`config.mk`:
```
export PLATFORM = sky130hd
export DESIGN_NAME = matrix_keypad_scanner
export DESIGN_NICKNAME = d
export VERILOG_FILES = /design/src/design/mks_pkg.sv /design/src/design/mks_regs.sv /design/src/design/mks_core.sv /design/src/design/mks_out.sv /design/src/design/matrix_keypad_scanner.sv
export VERILOG_INCLUDE_DIRS = /design/src /design/src/design
export SDC_FILE = /design/constraint.sdc
export NUM_CORES = 1
export LEC_CHECK = 0
export BUFFER_PORTS_ARGS = -buffer_cell sky130_fd_sc_hd__buf_4
export CORE_MARGIN = 2
export CORE_UTILIZATION = 55
export DETAILED_ROUTE_END_ITERATION = 8
export GPL_TIMING_DRIVEN = 0
export PLACE_DENSITY = 0.81
export REMOVE_ABC_BUFFERS = 1
export SYNTH_ARGS = -nofsm -noshare
export SYNTH_HDL_FRONTEND = slang
export SYNTH_SLANG_ARGS = --single-unit
```
`constraint.sdc`:
```
create_clock -name clk -period 7.2 [get_ports clk]
set_clock_uncertainty 0.05 [all_clocks]
set_input_delay 0.36 -clock clk [delete_from_list [all_inputs] [get_ports clk]]
set_output_delay 0.36 -clock clk [all_outputs]
set_load 0.03 [all_outputs]
```
`src/design/matrix_keypad_scanner_assert.svh`:
```
// assertion macros for the keypad scanner
`ifndef MATRIX_KEYPAD_SCANNER_ASSERT_SVH
`define MATRIX_KEYPAD_SCANNER_ASSERT_SVH

// same-cycle implication, checked at every clock edge out of reset
`define MKS_ASSERT_IMP(label, ante, cons) \
	label: assert property (@(posedge clk) disable iff (!arst_n) (ante) |-> (cons)) \
		else $error("keypad scanner check failed");

// next-cycle implication, checked at every clock edge out of reset
`define MKS_ASSERT_NXT(label, ante, cons) \
	label: assert property (@(posedge clk) disable iff (!arst_n) (ante) |=> (cons)) \
		else $error("keypad scanner check failed");

`endif

```
`src/design/mks_pkg.sv`:
```
// shared types, constants and keymap for the keypad scanner
`default_nettype none

package mks_pkg;

	localparam int TICK_W   = 10;
	localparam int LEVEL_W  = 4;
	localparam int ROWOUT_W = 4;
	localparam int CHAR_W   = 7;
	localparam int DATA_W   = 32;
	localparam int ADDR_W   = 4;

	localparam logic [TICK_W-1:0] SETTLE_RST   = 10'd10;
	localparam logic [TICK_W-1:0] DEBOUNCE_RST = 10'd50;
	localparam logic [TICK_W-1:0] BEEP_RST     = 10'd100;

	localparam logic [CHAR_W-1:0] KEY_NONE    = 7'h00;
	localparam logic [CHAR_W-1:0] KEY_UNKNOWN = 7'h3f;

	// scan sequencer phases
	typedef enum logic [2:0] {
		PH_SETTLE   = 3'd0,
		PH_SCAN     = 3'd1,
		PH_DEBOUNCE = 3'd2,
		PH_BEEP     = 3'd3,
		PH_HOLD     = 3'd4,
		PH_GAP      = 3'd5
	} phase_t;

	// register index, taken from paddr[3:2]
	typedef enum logic [1:0] {
		REG_SETTLE   = 2'd0,
		REG_DEBOUNCE = 2'd1,
		REG_BEEP     = 2'd2,
		REG_SPARE    = 2'd3
	} reg_idx_t;

	typedef struct packed {
		logic [TICK_W-1:0] settle;
		logic [TICK_W-1:0] debounce;
		logic [TICK_W-1:0] beep;
	} cfg_t;

	typedef struct packed {
		logic                buzzer_on;
		logic [CHAR_W-1:0]   key_char;
		logic                key_valid;
		logic [ROWOUT_W-1:0] row_drive;
	} res_t;

	// fixed 4x4 keymap: 1 2 3 A / 4 5 6 B / 7 8 9 C / * 0 # D
	function automatic logic [CHAR_W-1:0] key_of(input logic [1:0] r, input logic [1:0] c);
		logic [CHAR_W-1:0] ch;
		case ({r, c})
			4'h0: ch = 7'h31;
			4'h1: ch = 7'h32;
			4'h2: ch = 7'h33;
			4'h3: ch = 7'h41;
			4'h4: ch = 7'h34;
			4'h5: ch = 7'h35;
			4'h6: ch = 7'h36;
			4'h7: ch = 7'h42;
			4'h8: ch = 7'h37;
			4'h9: ch = 7'h38;
			4'ha: ch = 7'h39;
			4'hb: ch = 7'h43;
			4'hc: ch = 7'h2a;
			4'hd: ch = 7'h30;
			4'he: ch = 7'h23;
			4'hf: ch = 7'h44;
			default: ch = KEY_UNKNOWN;
		endcase
		return ch;
	endfunction

endpackage

`default_nettype wire

```
`src/design/mks_regs.sv`:
```
// configuration register file behind the apb port
`default_nettype none

module mks_regs
	import mks_pkg::*;
(
	input  wire logic              clk,
	input  wire logic              arst_n,
	input  wire logic              psel,
	input  wire logic              penable,
	input  wire logic              pwrite,
	input  wire logic [ADDR_W-1:0] paddr,
	input  wire logic [DATA_W-1:0] pwdata,
	output logic      [DATA_W-1:0] prdata,
	output logic                   pready,
	output cfg_t                   cfg
);

	reg_idx_t          idx;
	logic              wr_en;
	logic [TICK_W-1:0] settle_q;
	logic [TICK_W-1:0] debounce_q;
	logic [TICK_W-1:0] beep_q;

	assign idx    = reg_idx_t'(paddr[3:2]);
	assign pready = 1'b1;
	assign wr_en  = psel & penable & pwrite;

	// register writes, low ten bits kept
	always_ff @(posedge clk or negedge arst_n) begin
		if (!arst_n) begin
			settle_q   <= SETTLE_RST;
			debounce_q <= DEBOUNCE_RST;
			beep_q     <= BEEP_RST;
		end else if (wr_en) begin
			case (idx)
				REG_SETTLE:   settle_q   <= pwdata[TICK_W-1:0];
				REG_DEBOUNCE: debounce_q <= pwdata[TICK_W-1:0];
				REG_BEEP:     beep_q     <= pwdata[TICK_W-1:0];
				default: ;
			endcase
		end
	end

	// read mux
	always_comb begin
		case (idx)
			REG_SETTLE:   prdata = {{(DATA_W-TICK_W){1'b0}}, settle_q};
			REG_DEBOUNCE: prdata = {{(DATA_W-TICK_W){1'b0}}, debounce_q};
			REG_BEEP:     prdata = {{(DATA_W-TICK_W){1'b0}}, beep_q};
			default:      prdata = '0;
		endcase
	end

	assign cfg.settle   = settle_q;
	assign cfg.debounce = debounce_q;
	assign cfg.beep     = beep_q;

endmodule

`default_nettype wire

```
`src/design/mks_core.sv`:
```
// scan sequencer: phase, row, column pointer and tick timer
`default_nettype none

module mks_core
	import mks_pkg::*;
#(
	parameter int ROW_COUNT    = 4,
	parameter int COLUMN_COUNT = 4
) (
	input  wire logic               clk,
	input  wire logic               arst_n,
	input  wire logic               accept,
	input  wire logic [LEVEL_W-1:0] levels,
	input  wire cfg_t               cfg,
	output res_t                    res
);

	localparam int ROW_W = (ROW_COUNT > 4) ? $clog2(ROW_COUNT) : 2;
	localparam int CP_W  = ($clog2(COLUMN_COUNT + 1) > 2) ? $clog2(COLUMN_COUNT + 1) : 2;

	phase_t            phase_q, phase_d;
	logic [ROW_W-1:0]  row_q, row_d;
	logic [CP_W-1:0]   cp_q, cp_d;
	logic [TICK_W-1:0] timer_q, timer_d;

	logic [7:0]        levels_ext;
	logic              row_in_map;
	logic              cp_in_map;
	logic              cp_high;
	logic              hit_found;
	logic [CP_W-1:0]   hit_col;
	logic              settle_done;
	logic              deb_done;
	logic              beep_done;
	logic              check_hold;
	logic              release_key;
	logic [ROW_W-1:0]  row_wrap;
	logic [ROWOUT_W-1:0] row_bits;

	assign levels_ext = {{(8-LEVEL_W){1'b0}}, levels};
	assign row_in_map = ((row_q >> 2) == '0);
	assign cp_in_map  = ((cp_q >> 2) == '0);
	assign cp_high    = cp_in_map & levels[cp_q[1:0]];

	assign settle_done = (timer_q >= cfg.settle);
	assign deb_done    = (timer_q >= cfg.debounce);
	assign beep_done   = (timer_q >= cfg.beep);

	assign check_hold  = ((phase_q == PH_BEEP) & beep_done) | (phase_q == PH_HOLD);
	assign release_key = check_hold & ~cp_high;

	assign row_wrap = (row_q == ROW_W'(ROW_COUNT - 1)) ? '0 : row_q + ROW_W'(1);
	assign row_bits = row_in_map ? (ROWOUT_W'(1) << row_q[1:0]) : '0;

	// lowest high column at or above the pointer
	always_comb begin
		hit_found = 1'b0;
		hit_col   = '0;
		for (int j = COLUMN_COUNT - 1; j >= 0; j--) begin
			if (levels_ext[j] && (CP_W'(j) >= cp_q)) begin
				hit_found = 1'b1;
				hit_col   = CP_W'(j);
			end
		end
	end

	// next state
	always_comb begin
		phase_d = phase_q;
		row_d   = row_q;
		cp_d    = cp_q;
		timer_d = timer_q;
		case (phase_q)
			PH_SETTLE, PH_SCAN: begin
				if ((phase_q == PH_SETTLE) && !settle_done) begin
					timer_d = timer_q + TICK_W'(1);
				end else if (hit_found) begin
					cp_d    = hit_col;
					phase_d = PH_DEBOUNCE;
					timer_d = '0;
				end else begin
					row_d   = row_wrap;
					cp_d    = '0;
					phase_d = PH_GAP;
					timer_d = '0;
				end
			end
			PH_DEBOUNCE: begin
				if (!deb_done) begin
					timer_d = timer_q + TICK_W'(1);
				end else if (cp_high) begin
					phase_d = PH_BEEP;
					timer_d = '0;
				end else begin
					cp_d    = cp_q + CP_W'(1);
					phase_d = PH_SCAN;
					timer_d = '0;
				end
			end
			PH_BEEP: begin
				if (!beep_done) begin
					timer_d = timer_q + TICK_W'(1);
				end else begin
					phase_d = PH_HOLD;
					timer_d = '0;
				end
			end
			PH_HOLD: ;
			PH_GAP: begin
				phase_d = PH_SETTLE;
				timer_d = '0;
			end
			default: begin
				phase_d = PH_SETTLE;
				row_d   = '0;
				cp_d    = '0;
				timer_d = '0;
			end
		endcase
		// key released: report and restart at row 0
		if (release_key) begin
			phase_d = PH_SETTLE;
			row_d   = '0;
			cp_d    = '0;
			timer_d = '0;
		end
	end

	// result fields
	always_comb begin
		res.row_drive = row_bits;
		res.key_valid = 1'b0;
		res.key_char  = KEY_NONE;
		res.buzzer_on = 1'b0;
		case (phase_q)
			PH_SETTLE, PH_SCAN, PH_DEBOUNCE, PH_HOLD: ;
			PH_BEEP: res.buzzer_on = ~beep_done;
			PH_GAP:  res.row_drive = '0;
			default: res.row_drive = '0;
		endcase
		if (release_key) begin
			res.key_valid = 1'b1;
			res.key_char  = (row_in_map & cp_in_map) ? key_of(row_q[1:0], cp_q[1:0])
			                                         : KEY_UNKNOWN;
			res.row_drive = '0;
		end
	end

	// state registers, advance once per request
	always_ff @(posedge clk or negedge arst_n) begin
		if (!arst_n) begin
			phase_q <= PH_SETTLE;
			row_q   <= '0;
			cp_q    <= '0;
			timer_q <= '0;
		end else if (accept) begin
			phase_q <= phase_d;
			row_q   <= row_d;
			cp_q    <= cp_d;
			timer_q <= timer_d;
		end
	end

endmodule

`default_nettype wire

```
`src/design/mks_out.sv`:
```
// result register toward the master-side stream
`default_nettype none

module mks_out
	import mks_pkg::*;
(
	input  wire logic        clk,
	input  wire logic        arst_n,
	input  wire logic        in_valid,
	input  wire res_t        in_res,
	output logic             in_ready,
	output logic             m_tvalid,
	input  wire logic        m_tready,
	output logic [15:0]      m_tdata
);

	logic valid_q;
	res_t res_q;

	// free when empty or when the held result leaves this cycle
	assign in_ready = ~valid_q | m_tready;

	always_ff @(posedge clk or negedge arst_n) begin
		if (!arst_n) begin
			valid_q <= 1'b0;
		end else if (in_ready) begin
			valid_q <= in_valid;
		end
	end

	// payload register
	always_ff @(posedge clk) begin
		if (in_ready && in_valid) begin
			res_q <= in_res;
		end
	end

	assign m_tvalid = valid_q;
	assign m_tdata  = {{(16 - $bits(res_t)){1'b0}}, res_q};

endmodule

`default_nettype wire

```
`src/design/matrix_keypad_scanner.sv`:
```
// 4x4 keypad scanner: one column sample per request, one result per request
// latency: the result for a request is on m_tdata the cycle after it is taken
// throughput: one request per cycle while s_tready is high; the state and timer
// update on each taken request, and the result register frees itself while m_tready is high
// reset: arst_n clears the sequencer to settle on row 0 and empties the result
// register; settle, debounce and beep registers return to 10, 50 and 100
`default_nettype none

module matrix_keypad_scanner
	import mks_pkg::*;
#(
	parameter int ROW_COUNT    = 4,
	parameter int COLUMN_COUNT = 4
) (
	input  wire logic              clk,
	input  wire logic              arst_n,
	// apb configuration port
	input  wire logic              psel,
	input  wire logic              penable,
	input  wire logic              pwrite,
	input  wire logic [ADDR_W-1:0] paddr,
	input  wire logic [DATA_W-1:0] pwdata,
	output logic      [DATA_W-1:0] prdata,
	output logic                   pready,
	// slave side
	input  wire logic              s_tvalid,
	output logic                   s_tready,
	input  wire logic [7:0]        s_tdata,  // [3:0] column_levels
	// master side
	output logic                   m_tvalid,
	input  wire logic              m_tready,
	output logic [15:0]            m_tdata   // [3:0] row_drive, [4] key_valid,
	                                         // [11:5] key_char, [12] buzzer_on
);

	`include "matrix_keypad_scanner_assert.svh"

	cfg_t cfg;
	res_t res;
	logic accept;

	assign accept = s_tvalid & s_tready;

	mks_regs u_regs (
		.clk     (clk),
		.arst_n  (arst_n),
		.psel    (psel),
		.penable (penable),
		.pwrite  (pwrite),
		.paddr   (paddr),
		.pwdata  (pwdata),
		.prdata  (prdata),
		.pready  (pready),
		.cfg     (cfg)
	);

	mks_core #(
		.ROW_COUNT    (ROW_COUNT),
		.COLUMN_COUNT (COLUMN_COUNT)
	) u_core (
		.clk    (clk),
		.arst_n (arst_n),
		.accept (accept),
		.levels (s_tdata[LEVEL_W-1:0]),
		.cfg    (cfg),
		.res    (res)
	);

	mks_out u_out (
		.clk      (clk),
		.arst_n   (arst_n),
		.in_valid (s_tvalid),
		.in_res   (res),
		.in_ready (s_tready),
		.m_tvalid (m_tvalid),
		.m_tready (m_tready),
		.m_tdata  (m_tdata)
	);

	// a reported key never comes with a driven row or the buzzer
	`MKS_ASSERT_IMP(a_report_quiet, m_tvalid && m_tdata[4], (m_tdata[3:0] == 4'h0) && !m_tdata[12])
	// no character without a report
	`MKS_ASSERT_IMP(a_char_idle, m_tvalid && !m_tdata[4], m_tdata[11:5] == 7'h00)
	// at most one row driven
	`MKS_ASSERT_IMP(a_row_onehot, m_tvalid, $onehot0(m_tdata[3:0]))
	// every taken request leaves a result behind
	`MKS_ASSERT_NXT(a_accept_result, accept, m_tvalid)

endmodule

`default_nettype wire

```
==> reports/metrics.cfg <==
[critical_path]
crit_slowest_cell=o21ai_2
end_kind=register
critPathArrivalTime_ns=3.34
crit_fanout=19
path_cells=ha_1 > a211oi_1 > nor2_1 > or3_1 > o21ba_1 > o21ai_2 > o21ai_0 > o31ai_1
critPathRequiredTime_ns=7.40
worstSetupStartpointType=register
path_delay_family=compound AO/OA/AOI/OAI gates
rrSetupSlack_ns=4.06
setup.worst_path.class=register to register
cp_num_buf_inv=0
slowest_delay_ns=0.58

[pwr]
leakage_nw=2.32
p_int_w=0.000923
swShare=0.407
peakVddDrop_v=0.000140
pwr-share-seq=0.344
power_density_nw_per_um2=322
comb_power_share=0.434
clkPwrFrac=0.222
p_sw_w=0.000634

[cts]
path_clk_slew_ns=0.07
clock-sinks=62
cts_max_level=3
cts_tree=built
cts_buffers=9
ctsResizeCount=0
clk_latency_ns=0.35
cts-root-buf=clkbuf_8
cts_max_path_buffers=2

[timing]
slew_violations=0
fmax_mhz=318
layout_min_cycle_time_ns=3.14
fin_ws_ns=4.06
fin_tns_setup_ns=0
setup_viol=0
finalHoldViolCount=0
grt_setup_unrepaired=no
holdWs_ns=0.172
worst_pin_slew_ns=0.911
relSlewSlack=0.391
period_share=0.436

[logic_synthesis]
synth_ff_type=dfrtp_1
synth-edff-count=13
syn_area_um2=4260
ys_warn_count=0
ys_seq_elements=62
synth_compound_area_frac=0.168
synth_top_family_by_area=compound AO/OA/AOI/OAI gates
synth.distinct_cells=60
avgSynthCellArea_um2=9.52
synthXorXnorAreaFrac=0
yosys.area_share.adder=0.129
synth-async-reset-ratio=0.790
muxShareOfSynthArea=0.0729
synthSimpleGateAreaFrac=0.149
synthCells=447
ys_seq_area_frac=0.382

[finish]
layout-drive-gt1-share=0.209
finish.utilization=0.635
fin_cells=600
diodes=0
syn_to_final_growth_pct=13.6
nNetsFinal=588
final_common_cell=buf_4
final_cell_mix=47 x buf_4, 44 x ha_1, 43 x nand2_1

[route]
routed-via-count=3362
ant_nets=0
drcViolationCount=0
routed_wl_mm=8.94
wl_per_cell_um=14.9
drtIter0Drc=180
via_per_inst=5.60
drt_pass1_iterations=4

[grt]
grt_max_degree=50
antenna_found_initial=0
grt_use_total=0.223
grt_pass1_wl_mm=15.0
grt_pass1_vias=3245
grt-ovfl-total=0

[floorplanning]
rows=32
initial_core_util=0.559
dieArea_um2=8460
core_area_um2=7610
fp.dieH_um=92.0
ios=102
die_w_um=92.0

[worst_hold_path]
worstHoldPathType=primary input to register

[placed_design]
dp_hpwl_mm=6.63
routabilityCongestion=0.826
dp_cells=583
pre_cts_slack_ns=4.11
port_buffers=47

[outcome]
status=completed

[job]
cap_violations=0

worst paths after layout:
path | start | end | cells past startpoint
setup / recovery | u_core.timer_q[7] | u_core.phase_q[2] | 8
hold / removal | s_tvalid | u_out.m_tvalid | 2
setup reg to reg | u_core.timer_q[7] | u_core.phase_q[2] | 8
hold reg to reg | u_regs.beep_q[5] | u_regs.beep_q[5] | 2
max in group asynchronous | arst_n | u_out.m_tvalid | 2
min in group asynchronous | arst_n | u_regs.debounce_q[3] | 2
power groups by stage:
stage	clock network, W	logic [W]	registers [W]
after floorplan	0	0.000491	0.000538
after global placement	0	0.000640	0.000534
after detailed placement	0	0.000668	0.000542
after CTS	0.000351	0.000676	0.000535
after global routing	0.000370	0.000756	0.000548
final	0.000346	0.000676	0.000536
cells by family (layout without fill, tap and decap cells):
| logic type | count (synthesis) | count (layout) |
|---|---|---|
| simple gates | 123 | 123 |
| compound gates | 109 | 109 |
| buf+inv | 79 | 106 |
| flops | 62 | 62 |
| fa+ha+maj | 44 | 44 |
| mux | 28 | 28 |
| other cells | 2 | 26 |
cell usage after synthesis (7+ instances only):
cell,n,area [um^2]
a21oi_1,23,115
and3_1,9,56.3
buf_4,27,203
clkbuf_1,7,26.3
dfrtp_1,41,1030
dfstp_2,8,210
edfxtp_1,13,390
ha_1,44,551
inv_1,38,143
mux2_2,14,158
mux2i_1,13,130
nand2_1,43,161
nand3_1,10,50.1
nor2_1,18,67.6
nor2b_1,12,75.1
o21ai_0,37,185
o21ai_1,8,40.0
metal layers:
metal  routed length (um)  GRT usage  up-vias
met5                    0          0        -
li1                     -          -     1620
met2                 4360      0.376      116
met4                  187     0.0796        0
met3                  583     0.0493       20
met1                 3810      0.282     1606
worst register-to-register path, stage by stage (launching register included):
cell and delay [ns]:
dfrtp_1 0.48, ha_1 0.34, a211oi_1 0.25, nor2_1 0.07, or3_1 0.38, o21ba_1 0.25
o21ai_2 0.58, o21ai_0 0.34, o31ai_1 0.30
layout make-up:
class	count	area, um^2
inverter	40	150
clock buffer	9	124
multi-input combinational	330	2320
fill	651	2780
tap	102	128
clock inverter	7	98.8
sequential	62	1630
timing repair buffer	50	385
state kept, by name, summed over array words and instances (netlist names):
signal             cells
u_core.row_q           2
u_regs.beep_q         10
u_core.phase_q         3
u_core.timer_q        10
u_out.m_tvalid         1
u_regs.settle_q       10
u_out.m_tdata         13
u_regs.debounce_q     10
u_core.cp_q            3
per-stage QoR:
step / power, W / area [um^2]
final: 0.00156 / 4830
after global routing: 0.00167 / 4830
after CTS: 0.00156 / 4830
after detailed placement: 0.00121 / 4600
after global placement: 0.00117 / 4570
after floorplan: 0.00103 / 4090
repair_timing:
action,4_1_cts,5_1_grt
hold buffers,1,0
buffers inserted,0,0
endpoints found under the hold margin,14,0
Note: power is estimated with default switching activity, not from simulation.
